==> src/hdl/ptb_pkg.sv <==
`default_nettype none
package ptb_pkg;

    localparam int MAX_POINTS   = 64;
    localparam int ELEMENT_BITS = 16;
    localparam int COORD_BITS   = 32;
    localparam int SLOT_BITS    = $clog2(MAX_POINTS);
    localparam int COUNT_BITS   = SLOT_BITS + 1;
    localparam int CMD_BITS     = 2;

    typedef logic signed [COORD_BITS-1:0] coord_t;
    typedef logic [SLOT_BITS-1:0]         slot_t;
    typedef logic [COUNT_BITS-1:0]        count_t;
    typedef logic [ELEMENT_BITS-1:0]      elem_t;

    typedef struct packed {
        coord_t x;
        coord_t y;
        coord_t z;
    } point_t;

    typedef enum logic [CMD_BITS-1:0] {
        CMD_LOAD = 2'd0,
        CMD_TEST = 2'd1,
        CMD_READ = 2'd2
    } cmd_t;

    typedef enum logic [1:0] {
        ST_IDLE,
        ST_WALK,
        ST_DRAIN,
        ST_READ
    } state_t;

    // control from the sequencer to the point store
    typedef struct packed {
        logic  load_en;
        slot_t load_idx;
        slot_t walk_idx;
        logic  query_en;
        slot_t query_idx;
        logic  claim_en;
        slot_t claim_idx;
    } store_ctrl_t;

endpackage
`default_nettype wire

==> src/hdl/ptb_box_cmp.sv <==
`default_nettype none
module ptb_box_cmp
(
    input  wire logic             clk,
    input  wire logic             box_load,
    input  wire ptb_pkg::elem_t   load_elem,
    input  wire ptb_pkg::point_t  load_lo,
    input  wire ptb_pkg::point_t  load_hi,
    input  wire ptb_pkg::point_t  point,
    output logic                  hit,
    output ptb_pkg::elem_t        elem
);

    ptb_pkg::point_t lo_reg;
    ptb_pkg::point_t hi_reg;
    ptb_pkg::elem_t  elem_reg;
    logic            in_x;
    logic            in_y;
    logic            in_z;

    always_ff @(posedge clk)
    begin
        if (box_load)
        begin
            lo_reg   <= load_lo;
            hi_reg   <= load_hi;
            elem_reg <= load_elem;
        end
    end

    // signed compares, bounds inclusive
    assign in_x = (lo_reg.x <= point.x) && (point.x <= hi_reg.x);
    assign in_y = (lo_reg.y <= point.y) && (point.y <= hi_reg.y);
    assign in_z = (lo_reg.z <= point.z) && (point.z <= hi_reg.z);

    assign hit  = in_x && in_y && in_z;
    assign elem = elem_reg;

endmodule
`default_nettype wire

==> config.mk <==
export PLATFORM = sky130hd
export DESIGN_NAME = ptb_box_cmp
export DESIGN_NICKNAME = d
export VERILOG_FILES = /design/src/hdl/ptb_pkg.sv /design/src/hdl/ptb_box_cmp.sv
export SDC_FILE = /design/constraint.sdc
export NUM_CORES = 1
export LEC_CHECK = 0
export BUFFER_PORTS_ARGS = -buffer_cell sky130_fd_sc_hd__buf_2
export CAP_MARGIN = 15
export CORE_ASPECT_RATIO = 2
export CORE_MARGIN = 2
export CORE_UTILIZATION = 30
export DETAILED_ROUTE_END_ITERATION = 7
export GPL_TIMING_DRIVEN = 1
export SLEW_MARGIN = 20
export SYNTH_ARGS = -nofsm -noshare
export SYNTH_HDL_FRONTEND = slang
export SYNTH_SLANG_ARGS = --single-unit
==> constraint.sdc <==
create_clock -name clk -period 3.4 [get_ports clk]
set_input_delay 0.68 -clock clk [delete_from_list [all_inputs] [get_ports clk]]
set_output_delay 0.68 -clock clk [all_outputs]
set_load 0.005 [all_outputs]
==> reports/results.ini, run 1 <==
[min_path]
hold_class = primary input to flip-flop

[timing]
fin_crit_ns = 3.63
fin_ws_ns = -0.232
setup_viol = 1
max_freq_ghz = 0.275
rsz0062_at_grt = true
final-hold-violation-count = 0
tightest_slew_ns = 0.662
setup_tns_ns = -0.232
drv_slew = 0
slew_headroom_pct = 55.8
fin_crit_sh_pct = 107

[critical_path]
critPathMaxStageDelay_ns = 0.44
start_kind = flip-flop
cpMaxStageDelayCell = edfxtp_1
crit_arrival_ns = 2.95
worst_setup_path_end_kind = output port
worstPathRequired_ns = 2.72
worstPathCellList = ha_4 -> a21o_1 -> a21o_1 -> a21oi_2 -> o22ai_1 -> o41ai_2 -> buf_4 -> nand4_1 -> a21oi_2 -> o311a_1 -> buf_4
crit_fanout = 2
crit_type = flip-flop to output port

[global_route]
grtUsageTotal_pct = 15.9
grt_pass1_wl_mm = 47.1
antenna_found_initial = 21
overflow = 0
first_global_vias = 9368
grt_max_degree = 75

[placement]
place_ws_ns = -0.364
portBuffers = 322
post_dp_cell_area_um2 = 13900
dpl.hpwl_mm = 25.8
place.gp.congestion = 0.820

[routing]
finalWirelength_mm = 31.5
dr.first_iter.drc_count = 264
first_pass_iters = 4
vias = 8409
ant_nets = 0
post_drt_via_cell_ratio = 4.62
drc = 0
wl_per_cell_um = 17.3

[logic_synthesis]
ys_top_cells_by_area = edfxtp_1, ha_1, inv_1
yosys_warnings = 0
synth_top_area_share_pct = 56.1
synth-main-ff-cell = edfxtp_1
synth.avg_cell_area_um2 = 12.3
syn_inst = 906
synth_most_common_cell = edfxtp_1
synth_nets = 1404
ys_async_sr_fraction_pct = 0
synth_common_cells = edfxtp_1, inv_1, ha_1
yosysSeqAreaShare_pct = 56.1
ys_seq_elements = 208
synth_cell_types = 39
synth_top_area_cell = edfxtp_1
syn_area_um2 = 11100
synth_edf_count = 208

[power_and_ir_drop]
peakVddDrop_mv = 0.395
power.switching_w = 0.00167
power_frac_seq_pct = 46.4
switching_share_pct = 24.9
p_per_area_nw_per_um2 = 448
total_power_w = 0.00670
power.static_leakage_nw = 7.25
combPwrFrac_pct = 16.0
p_clk_share_pct = 37.5
power.internal_w = 0.00503

[die]
core_um2 = 36500
io_pins = 323
die_y_um = 276
dieWidth_um = 140
row_count = 99
initial_core_util_pct = 30.5
die_area_um2 = 38800

[status]
outcome = finished with violations
violations = setup timing

[cts]
hold_buffers = 0
cts_sinks = 208
htree_levels = 1
cts_tree = built
numCtsBuffers = 22
clk_pin_slew_ns = 0.07
cts_root_buffer = clkbuf_16
clockBufferDepth = 3

[finish]
fin_area_um2 = 15000
final_layout_size_suffix_gt1_share_pct = 35.7
area_delta_synth_final_pct = 34.4
utilization_pct = 41.0
nets = 1831

[run]
maxCapViolations = 0

-- cell families (layout without fill, tap and decap cells) --
group | Yosys count | in the layout | synth area share [%]
adder cells (fa/ha/maj) | 192 | 192 | 21.6
AO/OA/AOI/OAI | 154 | 154 | 8.28
multiplexers | 2 | 2 | 0.225
flip-flops | 208 | 208 | 56.1
AND/OR/NAND/NOR | 150 | 150 | 7.08
other | 0 | 17 | 0
buffers and inverters | 200 | 643 | 6.74
-- through the flow --
stage,hold slack [ns],std cells
2_1_floorplan,0.779,906
3_3_place_gp,0.857,1761
3_5_place_dp,0.858,1761
4_1_cts,0.298,1801
5_1_grt,0.302,1819
6_report,0.331,1820
-- layout by cell type, fill, tap and decap left out, types with 3 or more instances in the layout --
master and instances:
nand2_1 40, clkinv_1 3, o211ai_1 4, buf_4 80
a2111o_1 3, nor3_1 4, clkinv_2 5, o21ai_1 5
edfxtp_1 208, a21oi_1 68, buf_2 320, nand2_2 3
nand3_1 12, o21a_1 3, nor2_1 17, nor2b_1 9
clkinvlp_4 3, nand4_1 38, nor3_2 3, diode_2 17
bufinv_16 3, clkbuf_16 23, ha_1 186, inv_1 200
ha_4 6, a21o_1 17, a221oi_2 4, and4_1 4
or4_1 4, a21oi_2 11, o21ai_0 23
-- power by group through the flow --
| stage | sequential (W) | clock, W | combinational [W] |
|---|---|---|---|
| after CTS | 0.00311 | 0.00261 | 0.00106 |
| after global placement | 0.00316 | 0 | 0.00100 |
| after floorplan | 0.00315 | 0 | 0.000493 |
| after global routing | 0.00313 | 0.00268 | 0.00123 |
| after detailed placement | 0.00317 | 0 | 0.00104 |
| final | 0.00311 | 0.00251 | 0.00108 |
-- worst paths after layout --
check / start / endpoint / slack, ns / cells past startpoint
worst max-delay path: lo_reg[9] / hit / -0.23 / 11
worst min-delay path: load_hi[2] / hi_reg[2] / 0.33 / 1
-- per-layer routing --
layer / up-vias / wire length (um) / track usage, %
met5: - / 52 / 0
met4: 8 / 1640 / 9.63
met3: 84 / 1720 / 3.20
met2: 249 / 18700 / 32.6
met1: 3923 / 9460 / 13.2
li1: 4145 / - / -
-- area by class of cell --
type / instances / area (um2)
Antenna cell: 17 / 42.5
Clock buffer: 25 / 583
Clock inverter: 15 / 158
Fill cell: 3522 / 21600
Inverter: 200 / 751
Multi-Input combinational cell: 498 / 4370
Sequential cell: 208 / 6250
Tap cell: 454 / 568
Timing Repair Buffer: 403 / 2260
-- worst max-delay path, delay by kind of cell, from the launching register on --
family,cells,cell delay [ns]
AOI/OAI and AO/OA,7,1.27
and+or+nand+nor,1,0.21
buffers and inverters,2,0.28
adders and majority gates,1,0.24
DFF,1,0.44
-- what timing repair did --
item | CTS | global route
setup endpoints to repair | 1 | 1
pin swaps | 5 | 18
gates resized for setup | 9 | 36
buffers inserted | 0 | 2
No activity file was read; power rests on OpenSTA's default activity.
==> run 2: changes to the inputs <==
- ABC_AREA: default -> 1
==> run 2 against run 1 <==
- utilization is 2.4 points lower
- first-iteration DRC count is 37% lower
- highest routed layer unchanged
- sequential power hardly changed
- critical path type unchanged
- synthesized area is 2.6% higher
- sequential cell count stayed put
- critical endpoint unchanged
- the run now ends clean
- global-route usage is 0.87 points lower
==> reports/results.ini, run 2 <==
[cts]
cts_tree = built
htree_levels = 1
numCtsBuffers = 22
clk_pin_slew_ns = 0.07
cts_root_buffer = clkbuf_16
clockBufferDepth = 3
cts_sinks = 208

[logic_synthesis]
ys_seq_elements = 208
synth_most_common_cell = inv_1
synth.avg_cell_area_um2 = 10.9
syn_inst = 1052
synth_top_area_cell = edfxtp_1
synth-main-ff-cell = edfxtp_1
synth_top_area_share_pct = 54.7
synth_common_cells = inv_1, edfxtp_1, ha_1, nand2_1, a21oi_1
syn_area_um2 = 11400
synth_cell_types = 26
ys_async_sr_fraction_pct = 0
synth_nets = 1550
ys_top_cells_by_area = edfxtp_1, ha_1, inv_1
synth_edf_count = 208
yosysSeqAreaShare_pct = 54.7
yosys_warnings = 0

[timing]
final-hold-violation-count = 0
max_freq_ghz = 0.309
fin_crit_sh_pct = 95.2
setup_tns_ns = 0
rsz0062_at_grt = false
hold_ws_ns = 0.324
slew_headroom_pct = 56.5
setup_viol = 0
fin_crit_ns = 3.24
drv_slew = 0
tightest_slew_ns = 0.653

[critical_path]
cpMaxStageDelayCell = edfxtp_1
crit_type = flip-flop to output port
crit_family = simple AND/OR/NAND/NOR gates
crit_top_cell = nand2_1
crit_fanout = 2
path_buf_inv = 3
crit_arrival_ns = 2.56
worstPathCellList = inv_1 -> ha_1 -> nand2_1 -> nor2_2 -> nand2_2 -> nor4_4 -> buf_4 -> nand4_1 -> nand3_2 -> nand2_1 -> nor2_1 -> buf_2
crit_start = hi_reg[31]
worst_setup_path_end_kind = output port
critPathMaxStageDelay_ns = 0.33
worstPathRequired_ns = 2.72
start_kind = flip-flop

[global_route]
grtUsageTotal_pct = 15.0
overflow = 0
grt_pass1_wl_mm = 44.9
antenna_found_initial = 12
grt_max_degree = 72
first_global_vias = 8868

[power_and_ir_drop]
p_per_area_nw_per_um2 = 460
total_power_w = 0.00669
power.static_leakage_nw = 7.27
peakVddDrop_mv = 0.456

[status]
outcome = finished, final reports clean

[placement]
portBuffers = 322
place.gp.congestion = 0.828
dpl.hpwl_mm = 25.4
post_dp_cell_area_um2 = 13700

[routing]
vias = 8333
post_drt_via_cell_ratio = 4.40
wl_per_cell_um = 15.9
dr.first_iter.drc_count = 166
finalWirelength_mm = 30.1
ant_nets = 0
first_pass_iters = 4
drc = 0

[finish]
utilization_pct = 38.5
nets = 1906
fin_area_um2 = 14600
area_delta_synth_final_pct = 27.5
final_layout_size_suffix_gt1_share_pct = 28.2
nFillCells = 3703
final_common_cell = buf_2
final_cell_mix = buf_2, inv_1, edfxtp_1, ha_1, nand2_1

[die]
row_count = 101
io_pins = 323
die_y_um = 280
core_um2 = 37800
initial_core_util_pct = 30.2
die_area_um2 = 39700
dieWidth_um = 142

[min_path]
min-delay-start = load_hi[40]
hold_class = primary input to flip-flop

[run]
maxCapViolations = 0

[run 2: power by group]
group          switching, W  total, W  internal, W
Combinational      0.000578   0.00103     0.000451
Clock               0.00102   0.00256      0.00154
Sequential        0.0000568   0.00311      0.00305
[run 2: final timing paths]
path / depth (start not counted) / slack [ns] / endpoint
min: 1 / 0.32 / hi_reg[40]
max: 12 / 0.16 / hit
[run 2: cells by family (layout without fill, tap and decap cells)]
family	after synthesis	in the layout	share of synthesized area, %
flip-flops	208	208	54.7
adder cells (fa/ha/maj)	192	192	21.0
AO/OA/AOI/OAI	123	123	5.73
buffers and inverters	233	605	7.66
other	0	5	0
AND/OR/NAND/NOR	296	296	10.9
[run 2: final cells by class]
cell class	count	area [um2]	area share [%]
diodes	5	12.5	0.0859
clock buffers	25	583	4.00
clock inverters	15	184	1.26
inverters	233	875	6.01
multi-input cells	611	4360	29.9
flip-flops and latches	208	6250	42.9
well taps	463	579	3.98
repair buffers	332	1720	11.8
[run 2: stage by stage]
step | instances | worst slack [ns]
floorplan | 1052 | 0.864
global placement | 1846 | 0.0237
detailed placement | 1846 | -0.0751
CTS | 1887 | 0.0311
global route | 1889 | 0.00480
finish | 1892 | 0.164
[run 2: repair_timing]
item	CTS	global route
setup buffers	1	0
pin swaps	1	5
endpoints found under the setup margin	1	1
hold buffers	0	0
resized for setup	3	18
[run 2: per-layer routing]
metal	GRT usage [%]	up-vias	wire length (um)
li1	-	4255	-
met1	12.9	3725	9580
met2	30.9	277	17000
met3	4.46	60	2360
met4	5.90	16	1030
met5	0	-	90
