$ cat config.mk
export PLATFORM = sky130hd
export DESIGN_NAME = ptb_seq
export DESIGN_NICKNAME = d
export VERILOG_FILES = /design/src/hdl/ptb_pkg.sv /design/src/hdl/ptb_seq.sv
export SDC_FILE = /design/constraint.sdc
export NUM_CORES = 1
export LEC_CHECK = 0
export BUFFER_PORTS_ARGS = -buffer_cell sky130_fd_sc_hd__buf_2
export CAP_MARGIN = 20
export CORE_ASPECT_RATIO = 0.6
export CORE_MARGIN = 8
export CORE_UTILIZATION = 45
export DETAILED_ROUTE_END_ITERATION = 8
export PLACE_DENSITY = 0.76
export SLEW_MARGIN = 20
export SYNTH_ARGS = -nofsm -noshare
export SYNTH_HDL_FRONTEND = slang
export SYNTH_SLANG_ARGS = --single-unit
$ cat constraint.sdc
create_clock -name clk -period 2.31 [get_ports clk]
set_input_delay 0.1155 -clock clk [delete_from_list [all_inputs] [get_ports clk]]
set_output_delay 0.1155 -clock clk [all_outputs]
set_load 0.02 [all_outputs]
$ cat src/hdl/ptb_pkg.sv
`default_nettype none
package ptb_pkg;

    localparam int MAX_POINTS   = 64;
    localparam int ELEMENT_BITS = 16;
    localparam int COORD_BITS   = 32;
    localparam int SLOT_BITS    = $clog2(MAX_POINTS);
    localparam int COUNT_BITS   = SLOT_BITS + 1;
    localparam int CMD_BITS     = 2;

    typedef logic signed [COORD_BITS-1:0] coord_t;
    typedef logic [SLOT_BITS-1:0]         slot_t;
    typedef logic [COUNT_BITS-1:0]        count_t;
    typedef logic [ELEMENT_BITS-1:0]      elem_t;

    typedef struct packed {
        coord_t x;
        coord_t y;
        coord_t z;
    } point_t;

    typedef enum logic [CMD_BITS-1:0] {
        CMD_LOAD = 2'd0,
        CMD_TEST = 2'd1,
        CMD_READ = 2'd2
    } cmd_t;

    typedef enum logic [1:0] {
        ST_IDLE,
        ST_WALK,
        ST_DRAIN,
        ST_READ
    } state_t;

    // control from the sequencer to the point store
    typedef struct packed {
        logic  load_en;
        slot_t load_idx;
        slot_t walk_idx;
        logic  query_en;
        slot_t query_idx;
        logic  claim_en;
        slot_t claim_idx;
    } store_ctrl_t;

endpackage
`default_nettype wire

$ cat src/hdl/ptb_seq.sv
`default_nettype none
module ptb_seq
(
    input  wire logic                     clk,
    input  wire logic                     rst_n,
    input  wire logic                     in_valid,
    output logic                          in_stall,
    input  wire logic [ptb_pkg::CMD_BITS-1:0] command,
    input  wire ptb_pkg::slot_t           point_index,
    input  wire logic                     cfg_wr_en,
    input  wire ptb_pkg::count_t          cfg_wr_data,
    input  wire logic                     hit,
    input  wire ptb_pkg::elem_t           query_owner,
    input  wire logic                     query_owned,
    output ptb_pkg::store_ctrl_t          ctrl,
    output logic                          box_load,
    output logic                          out_valid,
    input  wire logic                     out_stall,
    output ptb_pkg::slot_t                asked_point,
    output ptb_pkg::elem_t                owner_element,
    output logic                          found
);

    ptb_pkg::state_t state_reg;
    ptb_pkg::state_t state_next;
    ptb_pkg::count_t count_reg;
    ptb_pkg::count_t count_next;
    ptb_pkg::slot_t  walk_idx_reg;
    ptb_pkg::slot_t  walk_idx_next;
    ptb_pkg::slot_t  last_idx_reg;
    ptb_pkg::slot_t  last_idx_next;
    logic            cmp_valid_reg;
    logic            cmp_valid_next;
    ptb_pkg::slot_t  cmp_idx_reg;
    ptb_pkg::slot_t  cmp_idx_next;
    logic            out_valid_reg;
    logic            out_valid_next;
    ptb_pkg::slot_t  asked_reg;
    ptb_pkg::slot_t  out_asked_reg;
    ptb_pkg::elem_t  out_owner_reg;
    logic            out_found_reg;

    ptb_pkg::count_t walk_len;
    logic            walk_empty;
    logic            out_load;
    ptb_pkg::cmd_t   cmd;

    assign cmd        = ptb_pkg::cmd_t'(command);
    assign walk_len   = (count_reg > ptb_pkg::COUNT_BITS'(ptb_pkg::MAX_POINTS))
                        ? ptb_pkg::COUNT_BITS'(ptb_pkg::MAX_POINTS) : count_reg;
    assign walk_empty = (walk_len == '0);
    assign out_load   = (state_reg == ptb_pkg::ST_READ) && (!out_valid_reg || !out_stall);

    // next state
    always_comb
    begin
        state_next = state_reg;
        unique case (state_reg)
            ptb_pkg::ST_IDLE:
            begin
                if (in_valid)
                begin
                    if (cmd == ptb_pkg::CMD_TEST && !walk_empty)
                    begin
                        state_next = ptb_pkg::ST_WALK;
                    end
                    else if (cmd == ptb_pkg::CMD_READ)
                    begin
                        state_next = ptb_pkg::ST_READ;
                    end
                end
            end
            ptb_pkg::ST_WALK:
            begin
                if (walk_idx_reg == last_idx_reg)
                begin
                    state_next = ptb_pkg::ST_DRAIN;
                end
            end
            ptb_pkg::ST_DRAIN:
            begin
                state_next = ptb_pkg::ST_IDLE;
            end
            ptb_pkg::ST_READ:
            begin
                if (out_load)
                begin
                    state_next = ptb_pkg::ST_IDLE;
                end
            end
        endcase
    end

    // outputs of the state machine
    always_comb
    begin
        in_stall       = 1'b1;
        box_load       = 1'b0;
        ctrl           = '0;
        ctrl.load_idx  = point_index;
        ctrl.query_idx = point_index;
        ctrl.walk_idx  = walk_idx_reg;
        ctrl.claim_idx = cmp_idx_reg;
        ctrl.claim_en  = cmp_valid_reg && hit;
        unique case (state_reg)
            ptb_pkg::ST_IDLE:
            begin
                in_stall = 1'b0;
                if (in_valid)
                begin
                    unique case (cmd)
                        ptb_pkg::CMD_LOAD: ctrl.load_en  = 1'b1;
                        ptb_pkg::CMD_TEST: box_load      = 1'b1;
                        ptb_pkg::CMD_READ: ctrl.query_en = 1'b1;
                        default:           ctrl.load_en  = 1'b0;
                    endcase
                end
            end
            ptb_pkg::ST_WALK,
            ptb_pkg::ST_DRAIN,
            ptb_pkg::ST_READ:
            begin
                in_stall = 1'b1;
            end
        endcase
    end

    always_comb
    begin
        count_next     = cfg_wr_en ? cfg_wr_data : count_reg;
        walk_idx_next  = walk_idx_reg;
        last_idx_next  = last_idx_reg;
        if (box_load)
        begin
            walk_idx_next = '0;
            last_idx_next = ptb_pkg::SLOT_BITS'(walk_len - 1'b1);
        end
        else if (state_reg == ptb_pkg::ST_WALK)
        begin
            walk_idx_next = ptb_pkg::SLOT_BITS'(walk_idx_reg + 1'b1);
        end
        // stored point data arrives in the cycle after its walk address
        cmp_valid_next = (state_reg == ptb_pkg::ST_WALK);
        cmp_idx_next   = walk_idx_reg;
        if (out_load)
        begin
            out_valid_next = 1'b1;
        end
        else if (!out_stall)
        begin
            out_valid_next = 1'b0;
        end
        else
        begin
            out_valid_next = out_valid_reg;
        end
    end

    always_ff @(posedge clk or negedge rst_n)
    begin
        if (!rst_n)
        begin
            state_reg     <= ptb_pkg::ST_IDLE;
            count_reg     <= '0;
            walk_idx_reg  <= '0;
            last_idx_reg  <= '0;
            cmp_valid_reg <= 1'b0;
            cmp_idx_reg   <= '0;
            out_valid_reg <= 1'b0;
        end
        else
        begin
            state_reg     <= state_next;
            count_reg     <= count_next;
            walk_idx_reg  <= walk_idx_next;
            last_idx_reg  <= last_idx_next;
            cmp_valid_reg <= cmp_valid_next;
            cmp_idx_reg   <= cmp_idx_next;
            out_valid_reg <= out_valid_next;
        end
    end

    always_ff @(posedge clk)
    begin
        if (ctrl.query_en)
        begin
            asked_reg <= point_index;
        end
        if (out_load)
        begin
            out_asked_reg <= asked_reg;
            out_owner_reg <= query_owned ? query_owner : '0;
            out_found_reg <= query_owned;
        end
    end

    assign out_valid     = out_valid_reg;
    assign asked_point   = out_asked_reg;
    assign owner_element = out_owner_reg;
    assign found         = out_found_reg;

endmodule
`default_nettype wire

==> results list, run 1 <==
- Average vias per placed instance: 4.59
- Post-synthesis cell type count: 34
- The later pin in the worst-skew pair is clocked with a latency of 320 ps.
* Hold Path Cell Cnt: 2
- Summed over its instances, the top area cell type makes up 36.6% of the synthesized netlist area.
* Peak clock frequency supported by timing: roughly 0.51 GHz
* Area growth, synth to finish: 30.4%
- Final design area excluding fillers: around 0.0031 mm²
* Top post-synthesis cells by area: edfxtp_1 37%, dfrtp_1 30%, and2_1 4.5%
* Critical R2R Capture: last_idx_reg[3]
- Gr ovfl total: 0
- Depth of the most critical reg-to-reg path: 4
- Via count of the first global-routing pass: 1499
* Multi-input gate area: approximately 650 µm²
- Across all register-to-register paths, the minimum setup slack is approximately 710 ps.
* Mean cell area of the mapped netlist: 13.5 µm²
* Peak supply drop: 0.414 mV
- After synthesis the netlist holds a flip-flop and latch count of 58.
- The clock net in this run drives a total of 58 sinks.
* Post-place instance area: roughly 0.0028 mm²
- Number of DRC markers in iteration 0: 70
- Number of synthesized flops with an enable pin: 29
* Min Tclk post-route: 1950 ps
- Detail Route Antenna Nets: 0
- Port bufs: 90
- For this run, global-route usage on met2 was measured as 18.2%.
* Hold wc startpoint: cfg_wr_data[2]
- 91 I/O pins were placed.
- Via total after detailed routing: roughly 1600
* Clk pin slew, worst setup/hold paths: 60 ps
- Worst Clk Skew: 6.03 ps
* Startpoint type of the worst setup path: flip-flop
- Setup Total Neg Slack: 0 ps
- Register area: 0.00160 mm²
- Counting tap cells, the placed design contains a total of about 320 instances.
* Crit path capture type: output pin
- RSZ-0062 raised after global routing: false
- The final layout contains routed wiring with a total length of 4.88 mm.
* Sequential cell area fraction in the yosys report: between 60% and 70%
- In this run the power density over the cells is 1050 mW/mm².
- TritonCTS built the clock tree.
* Synthesized area: between 0.002 and 0.0025 mm²
* Placeable core region: 0.00508 mm²
- Met3 Track Usage GR: between 8 and 9%
- For this run, the total global-route usage over all layers was measured as 12.6%.
- Result of the run: finished, final reports clean
- In the final layout, the share of cells above drive strength 1 is 42.6%.
- The analysis attributes to cell leakage a power of roughly 1.4 nW.
- Final weighted congestion in routability-driven placement: 0.748
- The H-tree was split into 3 levels.
- Final worst path period share: 84.4%
* Cell taking the most area after synthesis: edfxtp_1
- In the synthesized netlist the async set-or-reset flop fraction comes to 50.0%.
- Initial core utilization: 46.8%
- Number of non-filler instances in the completed layout: approximately 340
* Routed wirelength normalized by instance count: 14.2 µm
- Before antenna repair, the detailed router went through 4 iterations.
* Post-DP HPWL: about 3.7 mm
- Min setup slack post-route: between 300 and 400 ps
* TritonCTS buffer count: 9
- Measured along the x axis, the die boundary spans 110 µm.
- The net count of the finished layout is 313.
* Total of warnings raised by yosys: 0
* Most utilized layer in the global route result: met2
* Count of endpoints failing hold in the final timing report: 0
- The number of pins exceeding their max-slew limit in the final report is 0.
- Dpl ws: 694 ps
* Die Outline Area: between 0.007 and 0.008 mm²
- The tree is rooted in a clkbuf_8.
- Setup violations remaining at the end of the flow were counted as 0.
* Required time reported for the critical path endpoint: 2190 ps
- The initialized floorplan defines 20 standard-cell rows.
- Die H: ~72 µm
* Primary flip-flop cell chosen by synthesis mapping: edfxtp_1
* Ant. Diodes: 0
* Count of max-cap constraint violations: 0
- Relative slew slack: 58.2%
* Crit Reg-Reg Startpoint: state_reg[0]
- Net count of the mapped netlist: 217
- Entering global routing, the biggest net connects 30 pins.
* Endpoint, Worst Hold: count_reg[2]
* Worst path arrival time: 1830 ps
- Category of the most critical setup path: reg -> out
- The first global-routing pass estimated 7.54 mm of wire.
- Maximum number of buffers from clock root to sink: 2
- Flip-flop count of the largest register, all copies and words added: 16
- Synthesis produced a netlist whose cell count is 176.
- Least-Margin Pin Slew: 627 ps
* Count of filler cells inserted in the layout: 421
- GR Util met1: 15.2%
- DRC violations left: 0
* Tightest Hold Check Type: in -> reg
* Top fanout value on the critical path: 10
- The number of antenna violations at the first check in global routing came to 0.
[layer usage]
metal,up-vias,share of wire [%]
li1,794,-
met1,714,44
met2,64,43
met3,2,12
met4,0,0.082
met5,-,0
[synthesized netlist by cell type, drive strengths merged (2+ instances only)]
cell type,n
o21a,2
buf,13
nor3,2
a21oi,4
clkbuf,2
nand2b,2
nor2,13
nand4,4
or2,2
and2,17
dfrtp,29
nand2,13
xnor2,6
edfxtp,29
mux2,6
xor2,7
inv,3
o21ai,7
ha,3
[worst max-delay path by stage]
stage	startpoint	to	slack (ps)	cells past startpoint
finish	state_reg[0]	box_load	360	4
global route	state_reg[1]	box_load	250	4
CTS	state_reg[0]	box_load	330	4
detailed placement	state_reg[0]	box_load	690	4
global placement	state_reg[0]	box_load	710	4
floorplan	state_reg[1]	asked_point[0]	260	2
[placed cells by master, fill, tap and decap left out, types with 2 or more instances in the layout]
master	instances
buf_4	2
nor2_1	12
nand4_1	4
inv_1	3
dfrtp_1	29
xnor2_1	6
nand2_1	13
and2_1	17
ha_1	3
xor2_1	7
nand2b_1	2
clkbuf_1	2
a21oi_1	3
dlygate4sd3_1	8
nor3_1	2
clkbuf_16	2
edfxtp_1	29
clkinv_2	2
o21ai_0	7
o21a_1	2
clkbuf_8	9
buf_2	90
mux2_2	6
[area by class of cell]
| cell class | count | area share [%] |
|---|---|---|
| Sequential cell | 58 | 51.5 |
| Multi-Input combinational cell | 99 | 21.0 |
| Timing Repair Buffer | 100 | 17.6 |
| Clock buffer | 13 | 5.85 |
| Tap cell | 66 | 2.66 |
| Inverter | 4 | 0.887 |
| Clock inverter | 3 | 0.605 |
[where the power goes]
group          switching (mW)  internal, mW  total, mW  leakage (nW)
Combinational           0.513         0.345      0.858         0.688
Clock                   0.368         0.518      0.887         0.104
Sequential              0.179          1.32       1.50         0.617
Total                    1.06          2.18       3.24          1.41
[per-stage QoR]
step	hold slack (ps)	utilization (%)	power, mW
finish	19.2	61.1	3.24
floorplan	-180	-	2.07
global route	1.67	61.1	3.45
global placement	167	55.6	2.35
detailed placement	176	55.6	2.37
CTS	1.01	61.1	3.28
[critical path, stage by stage, from the launching register on]
cell	delay, ps
dfrtp_1	410
or3b_4	420
or2_1	390
clkinv_8	120
buf_2	170
[what timing repair did]
action,CTS,global route
setup buffers,0,0
setup endpoints to repair,0,0
endpoints found under the hold margin,36,0
gates resized for setup,0,0
hold buffers,8,0
[cell families after synthesis]
group / count (synthesis) / synth area share, %
compound gates: 16 / 4.21
xor+xnor: 13 / 4.78
fa+ha+maj: 3 / 1.58
buf+inv: 19 / 5.73
flops: 58 / 67.1
mux: 6 / 2.84
simple gates: 61 / 13.8
No activity file was read; power rests on OpenSTA's default activity.
==> inputs of run 2 (changes only) <==
--- a/config.mk
+++ b/config.mk
@@ -9,9 +9,9 @@
 export CAP_MARGIN = 20
 export CORE_ASPECT_RATIO = 0.6
 export CORE_MARGIN = 8
-export CORE_UTILIZATION = 45
+export CORE_UTILIZATION = 44
 export DETAILED_ROUTE_END_ITERATION = 8
-export PLACE_DENSITY = 0.76
+export PLACE_DENSITY = 0.78
 export SLEW_MARGIN = 20
 export SYNTH_ARGS = -nofsm -noshare
 export SYNTH_HDL_FRONTEND = slang
==> constraint.sdc (replaced) <==
create_clock -name clk -period 1.6 [get_ports clk]
set_input_delay 0.08 -clock clk [delete_from_list [all_inputs] [get_ports clk]]
set_output_delay 0.08 -clock clk [all_outputs]
set_load 0.02 [all_outputs]
==> run 2 against run 1 <==
The run now ends with negative setup slack left. Die area is 1.9% higher. Clock skew up 3.6 ps. Clock power grew 61%. Core utilization increased by 3.3 points. Worst setup slack worse by 390 ps. Global-route usage is 1.0 points higher. Sequential power up 44%. Register-to-register slack got worse by 640 ps.
==> results list, run 2 (synthesis results as in run 1) <==
- In this run the critical register-to-register path is launched from state_reg[0].
- Setup slack of the most critical reg-to-reg path: 70 ps (-640 ps)
- By startpoint and endpoint, the worst setup path is classified as reg -> out.
* Average vias per placed instance: 4.75 (+3.5%)
- Top fanout value on the critical path: 2 (-8)
- Relative slew slack: 56.5% (-1.7 points)
- The number of sinks driven by the clock tree is 58 (unchanged).
- Commonest non-fill, non-tap cell in the layout: buf_2
* Net total in the final layout: 326 (+4.2%)
- The routability congestion estimate from global placement was 0.783 (+4.7%).
* Worst path arrival time: 1550 ps (-280 ps)
* Tightest Hold Check Type: in -> reg
- Least-Margin Pin Slew: 652 ps (+24.8 ps)
- Startpoint type of the worst setup path: flip-flop
- The cell count after placement was 323 (+1.3%).
- Maximum number of buffers from clock root to sink: 2 (unchanged)
- The static leakage came to 1.48 nW (+5.3%).
* RSZ-0062 raised after global routing: true
- Peak clock frequency supported by timing: 0.613 GHz
- Wire length of the first global-routing pass: 8.70 mm (+15%)
* Die H: 73.0 µm (+0.88%)
- The count of antenna diodes in the layout is 0 (unchanged).
- Result of the run: finished with violations
- Worst Clk Skew: 9.62 ps (+3.59 ps)
- Global Route Usage Sum: 13.7% (+1.0 points)
* Port bufs: 90 (unchanged)
- Number of antenna violations at the first check in global routing: 0 (unchanged)
- Layout cells sized above 1: 44.8% (+2.2 points)
- Final worst path period share: 102%
- The path with the worst hold slack has its endpoint at owner_element[14].
* Number of DRC markers in iteration 0: 83 (+19%)
- Placeable core region: 0.00513 mm² (+0.99%)
- The final cell area excluding filler cells came to 0.00330 mm² (+6.4%).
- The worst hold path begins at query_owner[14].
- The number of global-route vias before repair came to 1734 (+16%).
* TritonCTS buffer count: 9 (unchanged)
- Hold Path Cell Cnt: 2 (unchanged)
- The residual overflow from global routing came to 0 (unchanged).
- The worst setup path is captured at an output pin.
* Most used cells in the layout excluding fill and tap cells: 86 x buf_2, 29 x edfxtp_1, 29 x dfrtp_1
- TritonCTS built the clock tree.
- Peak supply drop: 0.975 mV (+140%)
* Utilization after layout: 64.3% (+3.3 points)
- Required time reported for the critical path endpoint: 1520 ps (-670 ps)
* Count of max-cap constraint violations: 0 (unchanged)
- Count of endpoints failing hold in the final timing report: 0 (unchanged)
* Flip-flop count of the largest register, all copies and words added: 16 (unchanged)
* Min Tclk post-route: 1630 ps
- The overall die area was 0.00810 mm² (+1.9%).
- CTS placed an instance of clkbuf_8 at the clock tree root.
- The endpoint identified for the worst register-to-register timing path is last_idx_reg[5].
* Die W: 111 µm (+0.97%)
* Number of placement rows: 20 (unchanged)
- Via total after detailed routing: 1691 (+7.4%)
* Number of non-filler instances in the completed layout: 356 (+3.8%)
- Clk pin slew, worst setup/hold paths: 60 ps (about the same)
- The number of failing setup endpoints in the final timing report was 2 (+2).
- Post-DP HPWL: 3.95 mm (+5.5%)
- Min setup slack post-route: -30.5 ps (-391 ps)
* Final wirelength: 5.39 mm (+11%)
- The maximum number of pins on one net before global-route repair was 30 (unchanged).
- Detailed Routing Iterations Pass 1: 4 (unchanged)
- Power density cells: 1520 mW/mm² (+45%)
- The initial core utilization came to 46.4% (-0.46 points).
- The DRC violation count after routing is 0 (unchanged).
* Detail Route Antenna Nets: 0 (unchanged)
- Count of final max-slew check failures: 0 (unchanged)
- Top-level port count: 91 (unchanged)
- From synthesis to final layout, the design area changed by 38.7%.
- The maximum level of the CTS H-tree came to 3 (unchanged).
- The worst-case reg-to-reg path depth was 5 (+1).
- The mean routed wirelength per cell was 15.1 µm (+6.5%).
- Violated checks: negative setup slack
- The cell area after placement was 0.00288 mm² (+1.9%).
- The clock latency on the worst-skew pair was 330 ps (about the same).
[run 2: cell count changes in the layout (fill, tap and decap cells not counted), moves of 2 or more]
| cell | delta |
|---|---|
| bufinv_16 | +2 |
| dlygate4sd3_1 | +6 |
| clkbuf_16 | -2 |
| buf_4 | +5 |
| buf_6 | +4 |
| nor2_1 | -2 |
| buf_2 | -4 |
[run 2: worst max-delay path by stage]
stage                       from               to  slack, ps  depth (start not counted)
floorplan           state_reg[0]     asked_reg[0]         40                          2
global placement    state_reg[0]  last_idx_reg[5]         80                          4
detailed placement  state_reg[0]  last_idx_reg[5]         50                          4
CTS                 state_reg[1]         box_load        -40                          4
global route        state_reg[0]         box_load        -90                          4
finish              state_reg[0]         box_load        -30                          4
[run 2: metrics by stage]
step | hold WS (ps) | total power, mW | setup TNS (ps) | setup slack (ps)
finish | 26.7 | 5.00 | -31.3 | -30.5
global route | 14.2 | 5.29 | -219 | -87.3
CTS | 9.33 | 5.05 | -100 | -43.0
detailed placement | 135 | 3.51 | 0 | 52.1
global placement | 135 | 3.47 | 0 | 83.4
floorplan | -216 | 2.99 | 0 | 41.5
[run 2: critical path, cell delays in order (launching register included)]
cell and delay (ps):
dfrtp_1 390, or3b_4 400, or2_4 270, clkinv_8 60
buf_8 100
[run 2: timing repair]
action | in CTS | in global routing
setup endpoints to repair | 3 | 10
endpoints found under the hold margin | 42 | 0
hold buffers | 14 | 0
resized for setup | 13 | 4
setup buffers | 4 | 0
pin swaps | 3 | 1
[run 2: layout make-up]
type                    instances  area (µm²)
clock buffers                  10         128
clock inverters                 6        81.3
fillers                       383        1830
inverters                       4        27.5
multi-input cells              99         682
flip-flops and latches         58        1600
well taps                      66        82.6
repair buffers                113         703
[run 2: metal layers]
layer | GRT usage, % | share of wire [%]
met3 | 7.96 | 10
met4 | 3.13 | 0.67
met2 | 20.2 | 43
met5 | 0 | 0
met1 | 16.8 | 46
[run 2: power by group]
part	internal [mW]	switching (mW)	total [mW]	leakage, nW
logic	0.608	0.810	1.42	0.763
registers	1.90	0.253	2.16	0.617
clock network	0.866	0.561	1.43	0.104
==> inputs of run 3 (changes only) <==
--- a/config.mk
+++ b/config.mk
@@ -12,7 +12,9 @@
 export CORE_UTILIZATION = 44
 export DETAILED_ROUTE_END_ITERATION = 8
 export PLACE_DENSITY = 0.78
+export SETUP_SLACK_MARGIN = 0.5
 export SLEW_MARGIN = 20
 export SYNTH_ARGS = -nofsm -noshare
 export SYNTH_HDL_FRONTEND = slang
 export SYNTH_SLANG_ARGS = --single-unit
+export TNS_END_PERCENT = 10
==> run 3 against run 2 <==
The run still ends with negative setup slack left. Clock power fell by 7%. Count of clock-buffer cells in the layout rose by 1. Register-to-register slack got worse by 80 ps. Final cell count rose by 0.84%. Sequential share of layout area fell by 1.0 points. Critical endpoint unchanged. Flip-flop and latch count did not move. Sequential power barely moved. Via count fell by 1.5%. Worst hold slack got worse by 10 ps.
==> results list, run 3 (synthesis results as in run 1) <==
- Net total in the final layout: 329 (+0.92%)
* Die H: 73.0 µm (unchanged)
- Post-DP HPWL: 3.89 mm (-1.6%)
* Number of antenna violations at the first check in global routing: 0 (unchanged)
- The site row count was 20 (unchanged).
- The residual antenna-violating net count after detailed routing came to 0 (unchanged).
* DRC violations left: 0 (unchanged)
* Worst Clk Skew: 9.10 ps (-0.521 ps)
* Clk pin slew, worst setup/hold paths: 70 ps (about the same)
- TritonCTS buffer count: 9 (unchanged)
- Ant. Diodes: 0 (unchanged)
- The cell area after placement is 0.00290 mm² (+0.74%).
- Setup repair after global routing could not meet its margin everywhere.
- The detail-routed via count per cell was 4.64 (-2.4%).
- The maximum clock rate came to 0.617 GHz (+0.53%).
- The run finished, with violations left.
* Count of filler cells inserted in the layout: 400 (+4.4%)
- The maximum number of pins on one net before global-route repair came to 30 (unchanged).
- Commonest non-fill, non-tap cell in the layout: buf_2
- Min Tclk post-route: 1620 ps (-8.65 ps)
- Start point of the critical path: state_reg[0]
- Slowest stage cell on the critical path: or3b_4
* CTS sink cnt: 58 (unchanged)
- Tightest Hold Check Type: in -> reg
- Via total after detailed routing: 1665 (-1.5%)
- Reported leakage power: 1.51 nW (+2.0%)
* Detailed Routing Iterations Pass 1: 4 (unchanged)
- Violated checks: negative setup slack
- The layout cell share with drive strength beyond 1 was 49.8% (+5.0 points).
* Count of endpoints failing hold in the final timing report: 0 (unchanged)
- Power Total: 5.08 mW (+1.5%)
- The worst ir drop on vdd was 0.592 mV (-39%).
* Placeable core region: 0.00513 mm² (unchanged)
- The routability congestion estimate from global placement came to 0.760 (-2.9%).
- Critical path, cell by cell: or3b_4 -> or2_4 -> clkinv_8 -> buf_8
- The number of pins exceeding their max-slew limit in the final report came to 0 (unchanged).
- Most used cells in the layout excluding fill and tap cells: 83 x buf_2, 29 x edfxtp_1, 24 x dfrtp_1
* Clock latency on the worst-skew pair: 340 ps (about the same)
- Top fanout value on the critical path: 2 (unchanged)
- The worst setup path is launched from a flip-flop.
* Min setup slack post-route: -21.8 ps (+8.65 ps)
* Global Route Usage Sum: 14.2% (+0.52 points)
* H-tree depth: 3 (unchanged)
* Number of DRC markers in iteration 0: 45 (-46%)
- The mean routed wirelength per cell was 15.3 µm (+1.3%).
- The final design utilization came to 66.0% (+1.6 points).
- The initial core utilization is 46.4% (unchanged).
- Compared with the post-synthesis result, the final layout area differs by 42.2%.
- Maximum number of buffers from clock root to sink: 2 (unchanged)
- TritonCTS built the clock tree.
- The final cell area excluding filler cells was 0.00338 mm² (+2.5%).
* Worst Path Buf+Inv: 2 (unchanged)
- The overall die area is 0.00810 mm² (unchanged).
- Crit path max-delay family: simple AND/OR/NAND/NOR gates
- Flip-flop count of the largest register, all copies and words added: 16 (unchanged)
- The critical path arrival was 1540 ps (about the same).
- The residual overflow from global routing came to 0 (unchanged).
- Relative slew slack: 57.0% (+0.49 points)
* Port bufs: 90 (unchanged)
- Required time reported for the critical path endpoint: 1520 ps (about the same)
- The areal power density over the cells was 1500 mW/mm² (-0.99%).
- Final wirelength: 5.51 mm (+2.2%)
- Final worst path period share: 101% (-0.54 points)
- The measured slew at the worst slew-check pin is 645 ps (-7.31 ps).
- Count of max-cap constraint violations: 0 (unchanged)
* Count of final setup violators: 3 (+1)
- Category of the most critical setup path: reg -> out
- Crit path capture type: output pin
- Die W: 111 µm (unchanged)
* Via count of the first global-routing pass: 1786 (+3.0%)
- Crit Reg-Reg Startpoint: state_reg[0]
* Clk Tree Root Cell: clkbuf_8
* Wire length of the first global-routing pass: 8.90 mm (+2.3%)
* Top-level port count: 91 (unchanged)
- Hold wc startpoint: query_owner[14]
- Largest incremental delay on the critical path: 410 ps (about the same)
run 3: power breakdown:
part	total [mW]	internal [mW]	switching (mW)
Combinational	1.58	0.735	0.846
Clock	1.33	0.756	0.570
Sequential	2.17	1.91	0.256
Total	5.08	3.40	1.67
run 3: area by class of cell:
class                           instances  area [µm²]  share of cell area (%)
Clock buffer                           11         141                    4.18
Clock inverter                          5        53.8                    1.59
Inverter                                4        30.0                   0.887
Multi-Input combinational cell         99         718                    21.2
Sequential cell                        58        1600                    47.4
Tap cell                               66        82.6                    2.44
Timing Repair Buffer                  116         756                    22.3
run 3: timing repair:
action | 4_1_cts | 5_1_grt
gates cloned | 0 | 0
endpoints found under the setup margin | 51 | 52
hold buffers | 14 | 0
pin swaps | 7 | 9
endpoints found under the hold margin | 42 | 0
setup buffers | 3 | 2
gates resized for setup | 20 | 21
run 3: path summary, 6_finish.rpt:
check / end / slack (ps) / cells after the start
setup reg to reg: last_idx_reg[5] / -10 / 6
hold reg to reg: asked_point[1] / 420 / 0
max in group asynchronous: out_valid / 830 / 2
min in group asynchronous: count_reg[4] / 300 / 2
hold / removal: owner_element[14] / 20 / 2
setup / recovery: box_load / -20 / 4
run 3: metrics by stage:
stage | hold WS (ps) | setup TNS [ps] | cells | setup slack, ps
floorplan | -216 | 0 | 176 | 112
CTS | 2.05 | -86.6 | 357 | -47.9
global placement | 135 | 0 | 324 | 105
finish | 16.6 | -43.2 | 359 | -21.8
global route | 14.5 | -156 | 359 | -55.1
detailed placement | 140 | 0 | 324 | 60.9
run 3: worst reg2reg max path, cell delays in order (launching register included):
cell and delay, ps:
dfrtp_1 370, or3b_4 410, or2_4 280, buf_4 140, buf_6 130, nor2_4 100
a21oi_1 70
run 3: layer usage:
| metal | global-route usage, % | wire, µm | vias to the layer above |
|---|---|---|---|
| met5 | 0 | 0 | - |
| li1 | - | - | 816 |
| met4 | 5.36 | 57 | 0 |
| met2 | 23.0 | 2620 | 58 |
| met3 | 7.22 | 418 | 8 |
| met1 | 15.8 | 2410 | 783 |
